<file path="src/rtl/power_of_two_free_list_allocator_unit_macros.svh">
// Assertion macros for the power-of-two free-list allocator.
// Included by the allocator unit, which checks its own logic; no other dependencies.
`ifndef POWER_OF_TWO_FREE_LIST_ALLOCATOR_UNIT_MACROS_SVH
`define POWER_OF_TWO_FREE_LIST_ALLOCATOR_UNIT_MACROS_SVH
`ifndef SYNTH
`define P2FLA_ASSERT(lbl, prop, msg) \
  lbl: assert property (@(posedge clk) disable iff (rst) prop) else $error(msg);
`define P2FLA_ASSERT_NR(lbl, prop, msg) \
  lbl: assert property (@(posedge clk) prop) else $error(msg);
`else
`define P2FLA_ASSERT(lbl, prop, msg)
`define P2FLA_ASSERT_NR(lbl, prop, msg)
`endif
`endif

</file>
<file path="src/rtl/p2fla_pkg.sv">
// Shared types, constants and helper functions of the free-list allocator.
// No dependencies; imported by the decode module, the allocator unit and the testbench.
`default_nettype none
package p2fla_pkg;

  localparam int NCLASS      = 9;
  localparam int CLS_W       = 4;
  localparam int SLOT_W      = 8;
  localparam int ADDR_W      = 19;
  localparam int SIZE_W      = 13;
  localparam int OFF_W       = 13;
  localparam int PAGE_ADDR_W = ADDR_W - OFF_W;
  localparam int PAGE_BYTES  = 8192;
  localparam int LIVE_W      = 14;
  localparam int MIN_SHIFT   = 5;

  localparam logic [CLS_W-1:0] NO_CLASS = 4'd15;
  localparam logic OP_ALLOC = 1'b0;
  localparam logic OP_FREE  = 1'b1;

  typedef enum logic [1:0] {
    STAT_OK        = 2'd0,
    STAT_TOO_LARGE = 2'd1,
    STAT_NO_PAGE   = 2'd2
  } status_t;

  typedef enum logic [3:0] {
    S_IDLE,
    S_ALLOC_CHK,
    S_POP_WAIT,
    S_CARVE,
    S_BUF_RD,
    S_BUF_WB,
    S_FREE_INFO,
    S_FREE_CHK,
    S_FREE_BUF,
    S_FREE_WB,
    S_REL_RD,
    S_REL_WB
  } state_t;

  typedef struct packed {
    logic             too_large;
    logic [CLS_W-1:0] cls;
  } alloc_dec_t;

  typedef struct packed {
    logic              ok;
    logic [SLOT_W-1:0] slot;
  } free_dec_t;

  // Buffers carved from one page of class k, never fewer than one.
  function automatic logic [SLOT_W:0] bufs_per_page(input logic [CLS_W-1:0] k,
                                                    input logic [OFF_W-1:0] usable);
    logic [OFF_W-1:0] n;
    n = usable >> ({1'b0, k} + 5'(MIN_SHIFT));
    return (n == '0) ? (SLOT_W+1)'(1) : n[SLOT_W:0];
  endfunction

endpackage
`default_nettype wire

</file>
<file path="src/rtl/p2fla_decode.sv">
// Size-class selection, free-address decoding and data-address offset.
// Depends on p2fla_pkg.
`default_nettype none
module p2fla_decode import p2fla_pkg::*; #(
  parameter int PTR_BYTES      = 8,
  parameter int PAGE_HDR_BYTES = 16
) (
  input  logic [SIZE_W-1:0] size,
  input  logic [OFF_W-1:0]  off,
  input  logic [CLS_W-1:0]  free_cls,
  input  logic [SLOT_W-1:0] slot,
  input  logic [CLS_W-1:0]  addr_cls,
  output alloc_dec_t        adec,
  output free_dec_t         fdec,
  output logic [OFF_W-1:0]  data_off
);

  localparam logic [OFF_W-1:0] BASE   = OFF_W'(PAGE_HDR_BYTES + PTR_BYTES);
  localparam logic [OFF_W-1:0] USABLE = OFF_W'(PAGE_BYTES - PAGE_HDR_BYTES);

  logic [SIZE_W:0]       need;
  logic [OFF_W-1:0]      rel;
  logic [4:0]            fshift;
  logic [OFF_W:0]        mask;
  logic [OFF_W-1:0]      slot_full;
  logic [SLOT_W:0]       nbuf;
  logic [OFF_W+SLOT_W-1:0] scaled;

  always_comb begin
    need = (SIZE_W+1)'(size) + (SIZE_W+1)'(PTR_BYTES);
    adec.too_large = 1'b1;
    adec.cls       = NO_CLASS;
    // Scan down so the smallest fitting class wins.
    for (int k = NCLASS - 1; k >= 0; k--) begin
      if ((SIZE_W+2)'(need) < ((SIZE_W+2)'(1) << (k + MIN_SHIFT))) begin
        adec.too_large = 1'b0;
        adec.cls       = CLS_W'(k);
      end
    end
  end

  always_comb begin
    rel       = off - BASE;
    fshift    = {1'b0, free_cls} + 5'(MIN_SHIFT);
    mask      = ((OFF_W+1)'(1) << fshift) - (OFF_W+1)'(1);
    slot_full = rel >> fshift;
    nbuf      = bufs_per_page(free_cls, USABLE);
    fdec.slot = slot_full[SLOT_W-1:0];
    fdec.ok   = (free_cls < CLS_W'(NCLASS)) && (off >= BASE)
             && (((OFF_W+1)'(rel) & mask) == '0)
             && (slot_full < OFF_W'(nbuf));
  end

  always_comb begin
    scaled   = (OFF_W+SLOT_W)'(slot) << ({1'b0, addr_cls} + 5'(MIN_SHIFT));
    data_off = BASE + scaled[OFF_W-1:0];
  end

endmodule
`default_nettype wire

</file>
<file path="config.mk">
export PLATFORM = sky130hd
export DESIGN_NAME = p2fla_decode
export DESIGN_NICKNAME = d
export VERILOG_FILES = /design/src/rtl/power_of_two_free_list_allocator_unit_macros.svh /design/src/rtl/p2fla_pkg.sv /design/src/rtl/p2fla_decode.sv
export SDC_FILE = /design/constraint.sdc
export NUM_CORES = 1
export LEC_CHECK = 0
export ABC_AREA = 1
export BUFFER_PORTS_ARGS = -buffer_cell sky130_fd_sc_hd__buf_2
export CAP_MARGIN = 10
export CORE_MARGIN = 3
export CORE_UTILIZATION = 40
export DETAILED_ROUTE_END_ITERATION = 7
export PLACE_DENSITY = 0.7
export SETUP_SLACK_MARGIN = 0.05
export SLEW_MARGIN = 25
export SYNTH_ARGS = -nofsm -noshare
export SYNTH_HDL_FRONTEND = slang
export SYNTH_SLANG_ARGS = --single-unit
</file>
<file path="constraint.sdc">
create_clock -name vclk -period 9.53
set_clock_uncertainty 0.1 [all_clocks]
set_input_delay 1.4295 -clock vclk [all_inputs]
set_output_delay 1.4295 -clock vclk [all_outputs]
set_load 0.05 [all_outputs]
</file>
==> out/qor.yml <==
global_routing:
  grt-ovfl-total: 0
  grt_pass1_wl_um: 9970
  grt_max_degree: 20
  track_usage_pct: 18.58
  first_global_vias: 2381
  antenna_found_initial: 0
cells_and_area:
  instances_no_fill: 532
  nNetsFinal: 522
  drive_gt1_share_pct: 21.29
  clock_buffers: 0
  n_antenna_cell: 0
  syn2layout_area_growth_pct: 16.42
  seq_area_sq_um: 0
  seq_cell_count: 0
route:
  drt-pass1-iter-count: 4
  routed_wirelength_um: 5645
  vias: 2667
  ant_nets: 0
  wl_per_cell_um: 10.61
  remaining_drc_errors: 0
  drtIter0Drc: 143
  vias_per_cell: 5.013
timing:
  finalSetupViolCount: 0
  worstMarginPinSlew_ps: 526.3
  period_share_pct: 59.77
  rsz0062_at_grt: "false"
  hold_viol_final: 0
  fmaxAchievable_ghz: 0.1756
  fin_hold_ws_ps: 3192
  slew_viol_final: 0
  max-slew-margin-rel_pct: 64.88
  period_minus_slack_ps: 5696
  setup-tns-final_ps: 0
placed_design:
  hpwlAfterDp_um: 4895
  portBuffers: 66
  gp_congestion: 0.9373
  place_inst: 532
min_path:
  min_to: "adec[0]"
  min_path_type: "primary input to output port"
  hp-start: "size[6]"
  whs_path_depth: 5
synth:
  syn_area_sq_mm: 0.002096
  yosys_warnings: 0
  synth_common_cells: "nand2_1, nor2_1, nand3_1"
  syn_nets: 464
  synth_top_area_share_pct: 21.85
  synth_largest_area_cell: "nand2_1"
  syn_area_per_cell_sq_um: 5.124
  yosysUniqueCellTypes: 45
  synthCells: 409
  synth.top_cells.by_area: "nand2_1, nand3_1, nor2_1"
  yosysSeqAreaShare_pct: 0
  yosysMostFrequentCell: "nand2_1"
setup_path:
  path_cells: "buf_2 > nand2_2 > inv_1 > ha_1 > inv_1 > nor2_1 > nand2_1 > ha_1 > inv_1 > nand2_1 > nand2_1 > nor2_1 > nand3_1 > nor2_1 > nand2_1 > nor2_1 > nand3_1 > nor2_1 > nand2_1 > a21oi_1 > buf_2"
  required_ps: 8000
  slowest_delay_ps: 440
  cp.arrival_ps: 4170
  cp_slowest_cell: "ha_1"
  critPathMaxFanout: 11
  cp-end-kind: "output port"
  crit_type: "primary input to output port"
  startpoint_type: "primary input"
clock_network:
  cts_resized: 0
  post-cts-setup-buffer-count: 0
  hold_buffers: 0
power:
  clockPowerShare_pct: 0
  p_per_area_mw_per_mm2: 66.40
  netSwitchingPower_w: 0.0001147
  swShare_pct: 70.81
  intPower_w: 0.00004728
  p_comb_share_pct: 100.0
  ir_worst_vdd_uv: 43.47
  p_seq_share_pct: 0
  leakagePower_nw: 1.395
flow_run:
  maxCapViolCount: 0
floorplan:
  num_io_pins: 69
  initial_core_util_pct: 42.95
  design.core.area_sq_mm: 0.004880
  die_y_um: 78.39
  dieArea_sq_mm: 0.006144
  rows: 25
  fp.dieW_um: 78.39
run_status:
  status: "completed"
cell type report:
type,instances,area (sq um)
repair buffers,66,330.3
fillers,548,2440
inverters,53,198.9
multi-input cells,346,1827
well taps,67,83.83
power by group through the flow:
| stage | Clock [W] | Combinational, W | Sequential [W] |
|---|---|---|---|
| 5_1_grt | 0 | 0.000181 | 0 |
| 3_5_place_dp | 0 | 0.000161 | 0 |
| 6_report | 0 | 0.000162 | 0 |
| 2_1_floorplan | 0 | 0.000126 | 0 |
| 3_3_place_gp | 0 | 0.000160 | 0 |
| 4_1_cts | 0 | 0.000162 | 0 |
worst max-delay path, delay by kind of cell:
family	cells	cell delay (ps)
AO/OA/AOI/OAI	1	140
buffers and inverters	5	650
AND/OR/NAND/NOR	13	1220
adder cells (fa/ha/maj)	2	720
cell usage in the layout, fill, tap and decap left out, drive strengths merged:
cell type    n
and3         1
a22oi        1
a21oi       12
inv         53
buf         66
o211ai       1
o21bai       1
a21o         1
nand3       52
a211oi       2
o21ai       31
xor2         8
a31oi        1
o22ai        1
nand2      127
nor2        67
conb         1
or2          3
and2         1
nor3         7
xnor2        3
ha          13
nand4       10
nor3b        1
o21ba        1
through the flow:
stage | util, % | area, sq um | setup WS, ps | power [W]
after floorplan | - | 2096 | 3026 | 0.0001262
after global placement | 50.00 | 2440 | 3873 | 0.0001595
after detailed placement | 50.00 | 2440 | 3840 | 0.0001614
after CTS | 50.00 | 2440 | 3830 | 0.0001618
after global routing | 50.00 | 2440 | 3476 | 0.0001805
final | 50.00 | 2440 | 3834 | 0.0001620
cell families after synthesis:
group	Yosys count	synth area share (%)
XOR/XNOR	11	6.210
other	1	0.1789
buffers and inverters	63	12.84
AND/OR/NAND/NOR	269	57.25
AO/OA/AOI/OAI	52	15.76
adder cells (fa/ha/maj)	13	7.761
worst max path at each step:
stage | slack, ps | cells after the start | endpoint | start
6_report | 3830 | 21 | fdec[8] | free_cls[1]
5_1_grt | 3480 | 21 | fdec[8] | free_cls[1]
4_1_cts | 3830 | 21 | fdec[8] | free_cls[1]
3_5_place_dp | 3840 | 21 | fdec[8] | free_cls[1]
3_3_place_gp | 3870 | 21 | fdec[8] | free_cls[1]
2_1_floorplan | 3030 | 15 | fdec[8] | off[5]
metal layers:
metal	share of wire [%]	up-vias	GRT usage, %
li1	-	1439	-
met1	48	1153	26.05
met2	46	75	33.05
met3	6.3	0	1.032
met4	0	0	0.3497
met5	0	-	0
No activity file was read; power rests on OpenSTA's default activity.
