`src/rtl/power_of_two_free_list_allocator_unit_macros.svh`:
```
// Assertion macros for the power-of-two free-list allocator.
// Included by the allocator unit, which checks its own logic; no other dependencies.
`ifndef POWER_OF_TWO_FREE_LIST_ALLOCATOR_UNIT_MACROS_SVH
`define POWER_OF_TWO_FREE_LIST_ALLOCATOR_UNIT_MACROS_SVH
`ifndef SYNTH
`define P2FLA_ASSERT(lbl, prop, msg) \
  lbl: assert property (@(posedge clk) disable iff (rst) prop) else $error(msg);
`define P2FLA_ASSERT_NR(lbl, prop, msg) \
  lbl: assert property (@(posedge clk) prop) else $error(msg);
`else
`define P2FLA_ASSERT(lbl, prop, msg)
`define P2FLA_ASSERT_NR(lbl, prop, msg)
`endif
`endif

```
`src/rtl/p2fla_ram.sv`:
```
// Generic single-clock RAM with one write port and one registered read port.
// No dependencies.
`default_nettype none
module p2fla_ram #(
  parameter int WIDTH = 8,
  parameter int DEPTH = 64
) (
  input  logic                     clk,
  input  logic                     we,
  input  logic [$clog2(DEPTH)-1:0] waddr,
  input  logic [WIDTH-1:0]         wdata,
  input  logic [$clog2(DEPTH)-1:0] raddr,
  output logic [WIDTH-1:0]         rdata
);

  logic [WIDTH-1:0] mem [DEPTH];

  always_ff @(posedge clk) begin
    if (we) begin
      mem[waddr] <= wdata;
    end
    rdata <= mem[raddr];
  end

endmodule
`default_nettype wire

```
`config.mk`:
```
export PLATFORM = sky130hd
export DESIGN_NAME = p2fla_ram
export DESIGN_NICKNAME = d
export VERILOG_FILES = /design/src/rtl/power_of_two_free_list_allocator_unit_macros.svh /design/src/rtl/p2fla_ram.sv
export SDC_FILE = /design/constraint.sdc
export NUM_CORES = 1
export LEC_CHECK = 0
export ABC_AREA = 1
export BUFFER_PORTS_ARGS = -buffer_cell sky130_fd_sc_hd__buf_2
export CAP_MARGIN = 10
export CORE_ASPECT_RATIO = 0.9
export CORE_MARGIN = 2
export CORE_UTILIZATION = 35
export CTS_BUF_LIST = sky130_fd_sc_hd__clkbuf_4 sky130_fd_sc_hd__clkbuf_8 sky130_fd_sc_hd__clkbuf_16
export CTS_CLUSTER_DIAMETER = 30
export DETAILED_ROUTE_END_ITERATION = 7
export GPL_TIMING_DRIVEN = 1
export PLACE_DENSITY_LB_ADDON = 0.12
export SLEW_MARGIN = 20
export SYNTH_ARGS = -nofsm -noshare
export SYNTH_HDL_FRONTEND = slang
export SYNTH_SLANG_ARGS = --single-unit
```
`constraint.sdc`:
```
create_clock -name clk -period 2.2 [get_ports clk]
set_input_delay 0.22 -clock clk [delete_from_list [all_inputs] [get_ports clk]]
set_output_delay 0.22 -clock clk [all_outputs]
set_load 0.1 [all_outputs]
```
==> out/qor.yml, run 1 <==
run_status:
  status: "complete, no violations"
synthesis:
  yosys.area.top_type_share: 0.720
  syn_area_per_cell_um2: 11.8
  yosys_warnings: 0
  synth_top_area_cell: "edfxtp_1"
  ys_seq_elements: 520
  netlist_area_um2: 21300
  netlist_instances: 1805
  synth_fp_nets: 1827
  ys_seq_area_frac: 0.728
  synth.top_cells.by_area: "edfxtp_1 72%, nand2_1 11%, nand3_1 10%"
  synth.distinct_cells: 16
floorplan:
  dieArea_um2: 63000
  core_area_um2: 60100
  placementRows: 85
  die_h_um: 238
  fp.dieW_um: 264
  start_util: 0.355
  ios: 30
timing:
  worstMarginPinSlew_ns: 0.636
  finalSetupViolCount: 0
  setup_tns_ns: 0
  fmaxAchievable_ghz: 0.517
  rsz0062_at_grt: "no"
  max_slew_margin: 0.576
  period_share: 0.880
  holdWs_ns: 0.0746
  slew_viol_final: 0
  hold_viol: 0
  finalCriticalPeriod_ns: 1.94
  skew_ns: 0.0171
placed_design:
  numPlacedInstances: 2628
  finalWeightedCongestion: 0.803
  hpwl_um: 38000
  io_buffers: 29
layout:
  antenna_cells: 0
  layout_commonest_cell: "nand2_1"
  fillCellCount: 5539
  final_cell_mix: "648 x nand2_1, 512 x edfxtp_1, 439 x nand3_1"
  syn_to_final_growth_pct: 24.8
  fin_cells: 2830
  fin_nets: 1977
  drive_above_1_share: 0.166
clock_tree:
  clockBufferDepth: 3
  post_cts_buffers: 0
  clk_pin_slew_ns: 0.05
  root_buffer: "clkbuf_16"
  cts_tree: "built"
  h-tree-depth: 3
  clk_latency_ns: 0.65
  clock-sinks: 520
  cts_inserted_buffers: 107
global_route:
  grt_pass1_wl_um: 93300
  grt_pass1_vias: 14475
  grt_max_degree: 65
  antenna_found_initial: 3
  grt_overflow: 0
  grt_usage: 0.201
routing:
  antenna_left: 0
  vias: 14379
  wl_um: 62600
  remaining_drc_errors: 0
  firstDrtPassIters: 7
  drt-initial-drc-count: 1214
  viasPerCell: 5.08
  post_drt_wl_per_cell_um: 22.1
setup_path:
  slowest_stage: "dfxtp_1"
  cp_cell_sequence: "buf_2"
  worstSetupPathType: "reg -> out"
  end_kind: "output port"
  crit_arrival_ns: 1.72
  cp-start-kind: "flip-flop"
  reg2reg_setup_slack_ns: 0.80
  worstPathRequired_ns: 1.98
  critPathBufInv: 1
  worstPathMaxFanout: 1
  max_stage_delay_ns: 0.55
  path_delay_family: "flip-flops"
power:
  worst_ir_drop_vdd_mv: 0.676
  power.share.combinational: 0.055
  swShare: 0.228
  seqPwrFrac: 0.385
  power.switching_w: 0.00653
  p_per_area_nw_per_um2: 1080
  p_clk_frac: 0.560
  leakage_nw: 9.91
  p_int_w: 0.0222
run:
  cap_violations: 0
min_path:
  hold_path.class: "in -> reg"
-- through the flow --
stage | cell area (um2) | setup WS [ns] | utilization | total power (W)
after floorplan | 21300 | 0.214 | - | 0.0121
after global placement | 23000 | 0.165 | 0.382 | 0.0128
after detailed placement | 23000 | 0.159 | 0.382 | 0.0128
after CTS | 26600 | 0.267 | 0.443 | 0.0290
after global routing | 26600 | 0.230 | 0.443 | 0.0296
final | 26600 | 0.264 | 0.443 | 0.0287
-- cells in the mapped netlist --
master    instances
buf_2            37
clkbuf_1         15
buf_6            35
edfxtp_1        512
dfxtp_1           8
nor2_1           56
nand2_1         648
nor4_1            8
buf_1            10
buf_8             2
inv_6             1
nand3_1         439
buf_4            14
inv_2             1
nand4_1           9
inv_1            10
-- flip-flops by register name (all words and copies together), names as in the netlist --
| signal | cells |
|---|---|
| mem | 512 |
| rdata | 8 |
-- final timing paths --
path / start / end / depth (start not counted)
max: rdata[2] / rdata[2] / 1
min: wdata[2] / mem[62][2] / 1
max reg2reg: mem[7][5] / rdata[5] / 8
min reg2reg: mem[48][2] / rdata[2] / 8
-- power by group through the flow --
stage / Combinational [W] / Clock [W] / Sequential [W]
after floorplan: 0.000771 / 0 / 0.0113
after global placement: 0.00158 / 0 / 0.0112
after detailed placement: 0.00158 / 0 / 0.0112
after CTS: 0.00159 / 0.0163 / 0.0110
after global routing: 0.00171 / 0.0168 / 0.0110
final: 0.00157 / 0.0161 / 0.0110
-- cell families after synthesis --
family	count (synthesis)	share of synthesized area
buf+inv	125	0.0402
simple gates	1160	0.232
flops	520	0.728
-- layer usage --
metal | global-route usage | vias to the layer above | wire (um)
li1 | - | 6706 | -
met1 | 0.285 | 7105 | 29200
met2 | 0.308 | 456 | 27800
met3 | 0.0451 | 108 | 4190
met4 | 0.0613 | 4 | 1370
met5 | 0 | - | 24
-- timing repair --
action	4_1_cts	5_1_grt
hold endpoints to repair	5	0
hold buffers	1	0
gates resized for setup	0	0
-- final cells by class --
cell class	instances	area, um2	share of cell area
Inverter	12	55.1	0.00207
Clock inverter	83	905	0.0340
Tap cell	783	980	0.0368
Multi-Input combinational cell	1160	4950	0.186
Clock buffer	118	2760	0.104
Timing Repair Buffer	154	1450	0.0544
Sequential cell	520	15500	0.583
Power figures use the tool's default switching activity.
==> run 2: changes to the inputs <==
CORE_UTILIZATION = 30   (was 35)
==> out/qor.yml, run 2 (synthesis results as in run 1) <==
run_status:
  status: "complete, no violations"
clock_tree:
  cts-hold-fix-buffers: 3  # +2
  ctsResizeCount: 0  # unchanged
  clk_latency_ns: 0.70  # +0.05 ns
  post_cts_buffers: 0  # unchanged
  cts_tree: "built"
  clk_pin_slew_ns: 0.05  # about the same
  root_buffer: "clkbuf_16"
  h-tree-depth: 4  # +1
  clockBufferDepth: 3  # unchanged
  cts_inserted_buffers: 131  # +22%
  clock-sinks: 520  # unchanged
setup_path:
  cp_cell_sequence: "buf_2"
  crit_arrival_ns: 1.56  # -0.16 ns
  cp-start-kind: "flip-flop"
  worstSetupPathType: "reg -> out"
  max_stage_delay_ns: 0.47  # -0.08 ns
  worstPathMaxFanout: 1  # unchanged
  slowest_stage: "buf_2"
  path_delay_family: "buffers and inverters"
  worstPathRequired_ns: 1.98  # about the same
  end_kind: "output port"
  critPathBufInv: 1  # unchanged
routing:
  post_drt_wl_per_cell_um: 21.3  # -3.5%
  viasPerCell: 4.74  # -6.6%
  antenna_left: 0  # unchanged
  remaining_drc_errors: 0  # unchanged
  firstDrtPassIters: 6  # -1
  drt-initial-drc-count: 1110  # -8.6%
  vias: 14379  # unchanged
  wl_um: 64700  # +3.4%
global_route:
  antenna_found_initial: 2  # -1
  grt_pass1_vias: 14646  # +1.2%
  grt_overflow: 0  # unchanged
  grt_pass1_wl_um: 97200  # +4.2%
  grt_max_degree: 67  # +3.1%
  grt_usage: 0.180  # -0.0215
timing:
  hold_viol: 0  # unchanged
  slew_viol_final: 0  # unchanged
  finalSetupViolCount: 0  # unchanged
  max_slew_margin: 0.520  # -0.0561
  rsz0062_at_grt: "no"
  worstMarginPinSlew_ns: 0.720  # +0.0841 ns
  period_share: 0.810  # -0.0693
  fmaxAchievable_ghz: 0.561  # +8.6%
  finalCriticalPeriod_ns: 1.78  # -0.152 ns
  skew_ns: 0.0204  # +0.00330 ns
  setup_tns_ns: 0  # unchanged
floorplan:
  core_area_um2: 70200  # +17%
  dieArea_um2: 73300  # +16%
  fp.dieW_um: 285  # +7.9%
  placementRows: 92  # +8.2%
  start_util: 0.304  # -0.0512
  ios: 30  # unchanged
  die_h_um: 257  # +7.9%
layout:
  fin_nets: 2007  # +1.5%
  syn_to_final_growth_pct: 29.3
  largestRegisters: "mem x512, rdata x8"
  drive_above_1_share: 0.181  # +0.0153
  layout_commonest_cell: "nand2_1"
  final_cell_mix: "648 x nand2_1, 512 x edfxtp_1, 439 x nand3_1"
  largest_register_ffs: 512  # unchanged
  top_register: "mem"
  fin_cells: 3031  # +7.1%
placed_design:
  numPlacedInstances: 2789  # +6.1%
  finalWeightedCongestion: 0.765  # -4.7%
  hpwl_um: 37700  # -0.78%
  io_buffers: 29  # unchanged
run:
  cap_violations: 0  # unchanged
power:
  p_per_area_nw_per_um2: 1130  # +5.2%
  leakage_nw: 10.3  # +4.1%
  worst_ir_drop_vdd_mv: 0.723  # +6.9%
min_path:
  hold_path.class: "in -> reg"
==> run 2: worst paths after layout <==
kind              start    endpoint  slack (ns)  cells after the start
min reg2reg   mem[8][7]    rdata[7]        0.82                      8
max reg2reg  mem[51][6]    rdata[6]        0.80                      8
min            wdata[1]  mem[61][1]        0.03                      1
max            rdata[5]    rdata[5]        0.42                      1
==> run 2: report_power, final <==
part / switching [W] / internal (W)
logic: 0.00118 / 0.000406
clock network: 0.00569 / 0.0130
registers: 0.0000377 / 0.0110
total: 0.00690 / 0.0244
==> run 2: worst register-to-register path: cells and delay by family (launching register included) <==
kind          cells  cell delay, ns
flops             1            0.36
simple gates      8            0.93
==> run 2: per-layer routing <==
layer,global-route usage,share of wire
met3,0.0366,0.047
met4,0.0586,0.016
met2,0.267,0.44
met1,0.261,0.50
met5,0,0.00020
==> run 2: cell type report <==
type,instances,area [um2]
inverter,12,55.1
fill,6769,42600
clock buffer,164,3630
clock inverter,74,753
antenna,1,2.50
sequential,520,15500
multi-input combinational,1160,4950
tap,940,1180
timing repair buffer,160,1500
==> run 2: stage by stage <==
step | power (W) | hold slack, ns | util | setup WS [ns] | instance area [um2]
2_1_floorplan | 0.0121 | 0.319 | - | 0.214 | 21300
4_1_cts | 0.0317 | 0.00728 | 0.393 | 0.372 | 27600
3_5_place_dp | 0.0128 | 0.626 | 0.330 | 0.173 | 23200
3_3_place_gp | 0.0128 | 0.630 | 0.330 | 0.199 | 23200
5_1_grt | 0.0323 | 0.0240 | 0.393 | 0.358 | 27600
6_report | 0.0313 | 0.0312 | 0.393 | 0.417 | 27600
==> run 3: changes to the inputs <==
clock period = 1.8 ns   (was 2.2 ns; I/O delays follow)
==> out/qor.yml, run 3 (synthesis results as in run 1) <==
timing:
  period_share: 0.965
  rsz0062_at_grt: "no"
  max_slew_margin: 0.487  # -0.0324
  finalSetupViolCount: 0  # unchanged
  fmaxAchievable_ghz: 0.576
  finalCriticalPeriod_ns: 1.74
  hold_viol: 0  # unchanged
  holdWs_ns: 0.00756  # -0.0236 ns
  worstMarginPinSlew_ns: 0.768  # +0.0477 ns
  skew_ns: 0.0203  # -0.000131 ns
  slew_viol_final: 0  # unchanged
layout:
  finalCoreUtilization: 0.393  # about the same
  final_cell_mix: "648 x nand2_1, 512 x edfxtp_1, 439 x nand3_1"
  fin_nets: 2021  # +0.70%
  largestRegisters: "mem x512, rdata x8"
  syn_to_final_growth_pct: 29.4  # about the same
  largest_register_ffs: 512  # unchanged
  layout_commonest_cell: "nand2_1"
  fillCellCount: 6777  # +0.12%
  multi_input_area_um2: 4950  # unchanged
  drive_above_1_share: 0.194  # +0.0134
  regArea_um2: 15500  # unchanged
  top_register: "mem"
floorplan:
  placementRows: 92  # unchanged
  core_area_um2: 70200  # unchanged
  dieArea_um2: 73300  # unchanged
  ios: 30  # unchanged
  start_util: 0.304  # unchanged
  fp.dieW_um: 285  # unchanged
  die_h_um: 257  # unchanged
routing:
  wl_um: 63200  # -2.3%
  antenna_left: 0  # unchanged
  vias: 14278  # -0.70%
  drt-initial-drc-count: 1201  # +8.2%
  firstDrtPassIters: 5  # -1
  remaining_drc_errors: 0  # unchanged
  post_drt_wl_per_cell_um: 20.8  # -2.7%
  viasPerCell: 4.69  # -1.2%
setup_path:
  worstSetupPathType: "reg -> out"
  path_depth: 1  # unchanged
  critPathBufInv: 1  # unchanged
  worstPathRequired_ns: 1.62  # -0.36 ns
  reg2reg_setup_slack_ns: 0.21  # -0.59 ns
  slowest_stage: "buf_2"
  end_kind: "output port"
  max_stage_delay_ns: 0.47  # about the same
  worstPathMaxFanout: 1  # unchanged
  path_delay_family: "buffers and inverters"
  cp-start-kind: "flip-flop"
  crit_arrival_ns: 1.56  # about the same
  cp_cell_sequence: "buf_2"
  r2r_cells: 8  # unchanged
power:
  worst_ir_drop_vdd_mv: 0.814  # +13%
  leakage_nw: 10.3  # about the same
  p_per_area_nw_per_um2: 1350  # +19%
global_route:
  grt_max_degree: 65  # -3.0%
  grt_pass1_wl_um: 94200  # -3.1%
  antenna_found_initial: 2  # unchanged
  grt_usage: 0.172  # -0.00730
  grt_pass1_vias: 14523  # -0.84%
  grt_overflow: 0  # unchanged
clock_tree:
  clock-sinks: 520  # unchanged
  h-tree-depth: 3  # -1
  root_buffer: "clkbuf_16"
  cts_tree: "built"
  clk_latency_ns: 0.65  # -0.05 ns
  clk_pin_slew_ns: 0.04  # about the same
  cts_inserted_buffers: 120  # -8.4%
  clockBufferDepth: 3  # unchanged
placed_design:
  hpwl_um: 37900  # +0.68%
  io_buffers: 29  # unchanged
  finalWeightedCongestion: 0.766  # +0.13%
min_path:
  hold_path.class: "in -> reg"
  hold_path_depth: 1  # unchanged
run_status:
  status: "complete, no violations"
run:
  cap_violations: 0  # unchanged
## run 3: cell types whose count changed in the layout (fill, tap and decap cells not counted), sizes merged
cell         before  now
buf             156  183
inv              17   23
clkinv           47   40
clkbuf          165  144
clkinvlp         10   19
bufinv           12   15
dlygate4sd3       3    1
## run 3: worst paths after layout
kind	startpoint	end
max	rdata[5]	rdata[5]
min	wdata[3]	mem[10][3]
max reg2reg	mem[51][4]	rdata[4]
min reg2reg	mem[8][7]	rdata[7]
## run 3: area by class of cell
class,instances,area share
multi-input combinational,1160,0.179
clock buffer,143,0.116
clock inverter,85,0.0348
antenna,1,0.0000906
sequential,520,0.563
timing repair buffer,185,0.0627
inverter,12,0.00199
tap,940,0.0426
## run 3: where the power goes
part	internal [W]	switching [W]
sequential	0.0134	0.0000477
clock	0.0149	0.00699
combinational	0.000542	0.00144
## run 3: what timing repair did
action	CTS	global route
hold buffers	1	0
gates resized for setup	0	0
endpoints found under the hold margin	5	0
buffers inserted	0	0
## run 3: metal layers
metal,global-route usage,routed length [um],vias up,share of wire
met5,0,13,-,0.00021
met1,0.240,29800,6991,0.47
met4,0.0513,1190,2,0.019
li1,-,-,6809,-
met2,0.268,28700,387,0.45
met3,0.0389,3550,89,0.056
## run 3: metrics by stage
step | std cells | setup TNS (ns) | power, W | instance area [um2] | setup slack, ns
finish | 3046 | 0 | 0.0373 | 27600 | 0.0632
global route | 3045 | 0 | 0.0385 | 27600 | 0.00809
global placement | 2816 | -0.400 | 0.0157 | 23400 | -0.135
detailed placement | 2816 | -0.441 | 0.0157 | 23400 | -0.139
floorplan | 1805 | -9.35 | 0.0148 | 21300 | -0.146
CTS | 3045 | 0 | 0.0377 | 27600 | 0.0332
